===== config.mk =====
export PLATFORM = sky130hd
export DESIGN_NAME = pes_ctrl
export DESIGN_NICKNAME = d
export VERILOG_FILES = /design/src/sv/pes_pkg.sv /design/src/sv/pes_ctrl.sv
export SDC_FILE = /design/constraint.sdc
export NUM_CORES = 1
export LEC_CHECK = 0
export BUFFER_PORTS_ARGS = -buffer_cell sky130_fd_sc_hd__buf_4
export CAP_MARGIN = 20
export CORE_AREA = 4 4 41 43
export CTS_CLUSTER_DIAMETER = 100
export DETAILED_ROUTE_END_ITERATION = 7
export DIE_AREA = 0 0 45 47
export PLACE_DENSITY_LB_ADDON = 0.25
export SLEW_MARGIN = 15
export SYNTH_ARGS = -nofsm -noshare
export SYNTH_HDL_FRONTEND = slang
export SYNTH_SLANG_ARGS = --single-unit

===== constraint.sdc =====
create_clock -name i_clk -period 1.1 [get_ports i_clk]
set_input_delay 0.11 -clock i_clk [delete_from_list [all_inputs] [get_ports i_clk]]
set_output_delay 0.11 -clock i_clk [all_outputs]
set_load 0.02 [all_outputs]

===== src/sv/pes_pkg.sv =====
// Shared types, codes and helper functions of the periodic event scheduler.
`default_nettype none
package pes_pkg;

    localparam int MAX_CLIENTS_DEF = 64;
    localparam int REQ_W   = 2;
    localparam int ID_W    = 16;
    localparam int PER_W   = 16;
    localparam int TIME_W  = 48;
    localparam int ST_W    = 2;
    localparam int ENTRY_W = TIME_W + ID_W + PER_W;

    localparam logic [REQ_W-1:0] REQ_ADD     = 2'd0;
    localparam logic [REQ_W-1:0] REQ_DELIVER = 2'd1;
    localparam logic [REQ_W-1:0] REQ_CLEAR   = 2'd2;

    localparam logic [ST_W-1:0] ST_OK    = 2'd0;
    localparam logic [ST_W-1:0] ST_EMPTY = 2'd1;
    localparam logic [ST_W-1:0] ST_FULL  = 2'd2;

    // datapath operations
    localparam logic [2:0] OP_NONE    = 3'd0;
    localparam logic [2:0] OP_ADD     = 3'd1;
    localparam logic [2:0] OP_RESULT  = 3'd2;
    localparam logic [2:0] OP_CLEAR   = 3'd3;
    localparam logic [2:0] OP_ROOT    = 3'd4;
    localparam logic [2:0] OP_UP_MOVE = 3'd5;
    localparam logic [2:0] OP_DN_MOVE = 3'd6;
    localparam logic [2:0] OP_PLACE   = 3'd7;

    // read address selects
    localparam logic [1:0] RD_ROOT   = 2'd0;
    localparam logic [1:0] RD_PARENT = 2'd1;
    localparam logic [1:0] RD_CHILD  = 2'd2;

    // heap entry, ordered by due time, then id, then period
    typedef struct packed {
        logic [TIME_W-1:0] due;
        logic [ID_W-1:0]   id;
        logic [PER_W-1:0]  period;
    } t_entry;

    typedef struct packed {
        logic [2:0]      op;
        logic            rd_en;
        logic [1:0]      rd_sel;
        logic [ST_W-1:0] status;
        logic            out_load;
    } t_dp_cmd;

    typedef struct packed {
        logic cnt_empty;
        logic cnt_full;
        logic pos_root;
        logic up_move;
        logic has_child;
        logic dn_move;
    } t_dp_stat;

    function automatic logic f_precedes(t_entry a, t_entry b);
        logic [ENTRY_W-1:0] va;
        logic [ENTRY_W-1:0] vb;
        va = a;
        vb = b;
        return va < vb;
    endfunction

    // due time plus period, saturating
    function automatic t_entry f_advance(t_entry e);
        logic [TIME_W:0] sum;
        t_entry          r;
        sum = {1'b0, e.due} + {{(TIME_W - PER_W + 1){1'b0}}, e.period};
        r = e;
        r.due = sum[TIME_W] ? {TIME_W{1'b1}} : sum[TIME_W-1:0];
        return r;
    endfunction

endpackage
`default_nettype wire


===== src/sv/pes_ctrl.sv =====
// Sequencing state machine of the scheduler: request decode, heap sift steps, result handoff.
`default_nettype none
module pes_ctrl (
    input  wire                          i_clk,
    input  wire                          i_rst_n,
    input  wire                          i_req_valid,
    input  wire [pes_pkg::REQ_W-1:0]     i_req_type,
    output logic                         o_req_stall,
    output logic                         o_rsp_valid,
    input  wire                          i_rsp_stall,
    output pes_pkg::t_dp_cmd             o_cmd,
    input  wire pes_pkg::t_dp_stat       i_stat
);
    import pes_pkg::*;

    localparam logic [2:0] S_IDLE   = 3'd0;
    localparam logic [2:0] S_ROOT   = 3'd1;
    localparam logic [2:0] S_UP_RD  = 3'd2;
    localparam logic [2:0] S_UP_CMP = 3'd3;
    localparam logic [2:0] S_DN_RD  = 3'd4;
    localparam logic [2:0] S_DN_CMP = 3'd5;
    localparam logic [2:0] S_POST   = 3'd6;

    logic [2:0] r_state;
    logic [2:0] n_state;
    logic       r_out_valid;
    logic       n_out_valid;
    t_dp_cmd    w_cmd;

    always_comb begin
        n_state = r_state;
        w_cmd   = '0;
        unique case (r_state)
            S_IDLE: begin
                if (i_req_valid) begin
                    unique case (i_req_type)
                        REQ_ADD: begin
                            if (i_stat.cnt_full) begin
                                w_cmd.op     = OP_RESULT;
                                w_cmd.status = ST_FULL;
                                n_state      = S_POST;
                            end else begin
                                w_cmd.op = OP_ADD;
                                n_state  = S_UP_RD;
                            end
                        end
                        REQ_DELIVER: begin
                            if (i_stat.cnt_empty) begin
                                w_cmd.op     = OP_RESULT;
                                w_cmd.status = ST_EMPTY;
                                n_state      = S_POST;
                            end else begin
                                w_cmd.rd_en  = 1'b1;
                                w_cmd.rd_sel = RD_ROOT;
                                n_state      = S_ROOT;
                            end
                        end
                        REQ_CLEAR: begin
                            w_cmd.op = OP_CLEAR;
                            n_state  = S_POST;
                        end
                        default: begin
                            w_cmd.op     = OP_RESULT;
                            w_cmd.status = ST_OK;
                            n_state      = S_POST;
                        end
                    endcase
                end
            end
            S_ROOT: begin
                w_cmd.op = OP_ROOT;
                n_state  = S_DN_RD;
            end
            S_UP_RD: begin
                if (i_stat.pos_root) begin
                    w_cmd.op = OP_PLACE;
                    n_state  = S_POST;
                end else begin
                    w_cmd.rd_en  = 1'b1;
                    w_cmd.rd_sel = RD_PARENT;
                    n_state      = S_UP_CMP;
                end
            end
            S_UP_CMP: begin
                if (i_stat.up_move) begin
                    w_cmd.op = OP_UP_MOVE;
                    n_state  = S_UP_RD;
                end else begin
                    w_cmd.op = OP_PLACE;
                    n_state  = S_POST;
                end
            end
            S_DN_RD: begin
                if (i_stat.has_child) begin
                    w_cmd.rd_en  = 1'b1;
                    w_cmd.rd_sel = RD_CHILD;
                    n_state      = S_DN_CMP;
                end else begin
                    w_cmd.op = OP_PLACE;
                    n_state  = S_POST;
                end
            end
            S_DN_CMP: begin
                if (i_stat.dn_move) begin
                    w_cmd.op = OP_DN_MOVE;
                    n_state  = S_DN_RD;
                end else begin
                    w_cmd.op = OP_PLACE;
                    n_state  = S_POST;
                end
            end
            S_POST: begin
                if (!r_out_valid || !i_rsp_stall) begin
                    w_cmd.out_load = 1'b1;
                    n_state        = S_IDLE;
                end
            end
            default: begin
                n_state = S_IDLE;
            end
        endcase
    end

    assign n_out_valid = w_cmd.out_load | (r_out_valid & i_rsp_stall);

    always_ff @(posedge i_clk) begin
        if (!i_rst_n) begin
            r_state     <= S_IDLE;
            r_out_valid <= 1'b0;
        end else begin
            r_state     <= n_state;
            r_out_valid <= n_out_valid;
        end
    end

    assign o_req_stall = (r_state != S_IDLE);
    assign o_rsp_valid = r_out_valid;
    assign o_cmd       = w_cmd;

endmodule
`default_nettype wire


[Yosys cells after proc, flatten, opt, wreduce, memory -nomap -nowiden]
Index checks and enable logic that the tools add are counted.
Word-level totals
  memories: 0
  register bits: 4
  output and inout port bits: 11
  ROM bits: 0
  memory bits (writable): 0
  input port bits: 12
  bits in latches: 0
  word-level logic and storage cells: 51
Cells by class
  divide/modulo/power cells: 0
  magnitude comparators: 0
  shift operators: 0
  bitwise operators: 2
  $add $sub $neg: 0
  eq/ne operators: 10
  $mul: 0
  reductions and logical operators: 7
  mux-type cells: 30
Operators by type and width (count)
  $mux 3: 12
  $pmux 3 s7: 1
  $pmux 3 s3: 2
  $pmux 3 s6: 1
  $mux 2: 7
  $eq 3x3->1 const B: 3
  $mux 8: 1
  $eq 3x2->1 const B: 2
  $pmux 3 s2: 1
  $mux 1: 4
  $ne 2x2->1 const B: 2
  $pmux 2 s2: 1
  $eq 3x1->1 const B: 1
  $logic_not 3->1: 1
  $reduce_bool 3->1: 1
  $eq 2x1->1 const B: 1
  $eq 2x2->1 const B: 1
  $logic_not 1->1: 2
  $logic_not 2->1: 1
  $reduce_and 2->1: 1
  $and 1x1->1: 1
  $logic_or 1x1->1: 1
  $or 1x1->1: 1

[Depth between registers and ports, before layout]
  word-level depth: 5
  depth in mapped cells: 4
  gate-level depth less buffers: 3

[Worst setup path after synthesis]
OpenSTA, ideal clock, no wires.
  path type: reg-to-output
  from: register r_state[1]
  to: output o_cmd[2] (netlist name)
  arrival: 1.293 ns
  required time: 0.990 ns
  path buffers: 1
  path slack: -0.303 ns
  cell stages (with the launch flop): 5
  cell sequence: dfxtp_1 buf_6 nor3_4 nand2_2 nor3b_1
RTL lines
  start: declaration: line pes_ctrl.sv:24  | logic [2:0] r_state;
  start signal: assignment: line pes_ctrl.sv:131  | r_state <= n_state;
  end: declaration: line pes_ctrl.sv:11  | output pes_pkg::t_dp_cmd o_cmd,

==> results_dict.tcl <==
set metrics [dict create \
    status "finished, violations left" \
    failed_checks "negative setup slack" \
    skew_ns 0.00530 \
    fillers 74 \
    setup_viol 14 \
    worstSetupPathType "flop to output port" \
    critPathTopFamily "flip-flops" \
    netlist_instances 59 \
    cts_buffers 3 \
    cp_max_fo 4 \
    clk_latency_ns 0.24 \
    finalWorstSetupSlack_ns -0.406 \
    synth_seq_cells 4 \
    cap_violations 0 \
    grt_max_degree 8 \
    cp.arrival_ns 1.40 \
    switching_share_pct 42.5 \
    clkPwrFrac_pct 7.1 \
    place_ws_ns -0.264 \
    antenna_found_initial 0 \
    ys_types 31 \
    num_antenna_cells 0 \
    async_reset_ff_share_pct 0 \
    met2_length_microns 962 \
    power_mw 2.71 \
    overflow 0 \
    hpwl_microns 1140 \
    ant_nets 0 \
    syn_area_per_cell_sq_um 7.97 \
    seqPwrFrac_pct 11.7 \
    fin_tns_setup_ns -3.84 \
    drtIter0Drc 7 \
    num_io_pins 23 \
    stdcell_area_sq_um 1060 \
    worstPathRequired_ns 0.99 \
    route.detailed.drc 0 \
    clock_path_buffers 2 \
    final_net_count 118 \
    rows 13 \
    via_per_inst 5.45 \
    dieArea_sq_um 2120 \
    timing_max_transition_violations_final 0 \
    top_layer "met4" \
    yosys_warnings 0 \
    ff2ff_setup_slack_ns -0.32 \
    htreeDepth 1 \
    hold_viol 0 \
    fmax_mhz 664 \
    post_drt_wl_per_cell_microns 15.9 \
    synthToLayoutAreaGrowth_pct 125 \
    crit_slowest_cell "dfxtp_4" \
    r2r_start "r_state[1]" \
    cpPeakStageDelay_ns 0.35 \
    met3_length_microns 97 \
    syn-cell-area_sq_um 470 \
    cts-root-buf "clkbuf_4" \
    drive_above_1_share_pct 75.0 \
    post-route-period-util_pct 137 \
    wl_microns 1890 \
    ys.flop_type "dfxtp_1" \
    synth-edff-count 0 \
    path_buf_inv 2 \
    rsz0062_at_grt "true" \
    holdWs_ns 0.137 \
    core_area_sq_um 1300 \
    place_area_sq_um 762 \
    cts_hold_buf 0 \
    crit_top_cell "buf_6" \
    hp-start "i_rst_n" \
    cts_sinks 4 \
    crit_path_end_kind "output port" \
    hold_class "input port to flop" \
    met1Wirelength_microns 760 \
    track_usage_pct 18.6 \
    portBuffers 22 \
    comb_power_share_pct 81.3 \
    internal-power_mw 1.56 \
    cts_tree "built" \
    p_switching_mw 1.15 \
    ys_seq_area_share_pct 17.0 \
    start_util_pct 36.2 \
    slew_headroom_pct 72.2 \
    p_leak_nw 0.468 \
    dr.pass1.iters 4 \
    place_congestion 0.758 \
    vias 649 \
    period_needed_ns 1.51 \
    path_clk_slew_ns 0.04 \
    grt_pass1_wl_microns 2730 \
    die_x_microns 45 \
    powerDensity_nw_per_um2 2560 \
    grt_pass1_vias 625 \
    die-height_microns 47 \
    critPathLaunch "r_state[1]" \
    max-vdd-ir-drop_mv 1.40 \
    startpoint_type "flop" \
    path_cells "buf_6 > nor3_4 > nand2_4 > o311ai_4 > buf_6" \
    syn-num-nets 71 \
    worst_slew_pin_slew_ns 0.416 \
]
-- cells in the mapped netlist, types with 2 or more instances --
cell type	number	share of area, %
a22oi_1	2	3.2
nand2_1	7	5.6
nand2b_1	2	2.7
nor2b_1	4	5.3
a31oi_1	2	2.7
nor2_1	2	1.6
a21oi_1	2	2.1
nand3_1	2	2.1
inv_1	5	4.0
or3_1	2	2.7
o21ai_0	2	2.1
dfxtp_1	4	17
nor3b_1	3	4.8
buf_6	3	7.2
-- worst paths after layout --
| check | cells after the start | endpoint |
|---|---|---|
| worst max-delay path | 5 | o_cmd[6] |
| worst min-delay path | 2 | o_rsp_valid |
| worst max register to register | 6 | r_state[2] |
| worst min register to register | 2 | o_rsp_valid |
-- kinds of logic (layout without fill, tap and decap cells) --
group           after synthesis  in the layout  synth area share [%]
buf+inv                       8             53                  11.2
flops                         4              4                  17.0
mux                           1              1                  2.13
compound gates               16             16                  29.8
simple gates                 30             30                  39.9
-- sequential cells by signal (all words and copies together) (netlist names) --
signal       flops
o_rsp_valid      1
r_state          3
-- what timing repair did --
action                                  CTS  global route
endpoints found under the setup margin   14            14
resized for setup                        35            15
setup buffers                             9             1
pin swaps                                14             6
-- final cells by class --
type                    instances  area [sq um]  share of cell area, %
well taps                      15          18.8                   1.78
flip-flops and latches          4          91.3                   8.64
repair buffers                 45           422                   39.9
clock buffers                   3          22.5                   2.13
inverters                       5          18.8                   1.78
multi-input cells              47           484                   45.8
-- worst register-to-register path, cell delays in order (launching register included) --
cell      delay (ns)
dfxtp_4         0.35
buf_8           0.14
buf_6           0.12
and2b_2         0.21
buf_4           0.14
a221oi_4        0.27
a21oi_2         0.07
-- per-layer routing --
metal	global-route usage (%)	vias up
li1	-	306
met1	21.6	311
met4	10.5	0
met5	0	-
met3	5.36	8
met2	30.5	24
-- cells in the final DEF, fill, tap and decap left out, types with 2 or more instances in the layout --
cell type | synthesis | layout
dfxtp_4 | 0 | 3
nand2_2 | 1 | 2
nand2_1 | 7 | 5
inv_1 | 5 | 4
clkbuf_4 | 0 | 3
buf_4 | 0 | 26
a21oi_2 | 0 | 2
a31oi_1 | 2 | 2
o21ai_2 | 0 | 2
buf_6 | 3 | 17
a22oi_2 | 0 | 2
nand2b_4 | 0 | 2
nor2b_4 | 0 | 2
or3_4 | 1 | 2
nand3_1 | 2 | 2
nor2b_1 | 4 | 2
-- power by group through the flow --
stage / Combinational (mW) / Sequential (mW) / Clock (mW)
3_3_place_gp: 1.38 / 0.293 / 0
4_1_cts: 1.95 / 0.305 / 0.196
6_report: 2.20 / 0.316 / 0.191
3_5_place_dp: 1.39 / 0.296 / 0
2_1_floorplan: 0.882 / 0.250 / 0
5_1_grt: 2.32 / 0.323 / 0.209
-- per-stage QoR --
stage / std cells / util [%]
finish: 119 / 81.3
global route: 119 / 81.3
global placement: 108 / 58.6
CTS: 119 / 75.7
floorplan: 59 / -
detailed placement: 108 / 58.6
No activity file was read; power rests on OpenSTA's default activity.
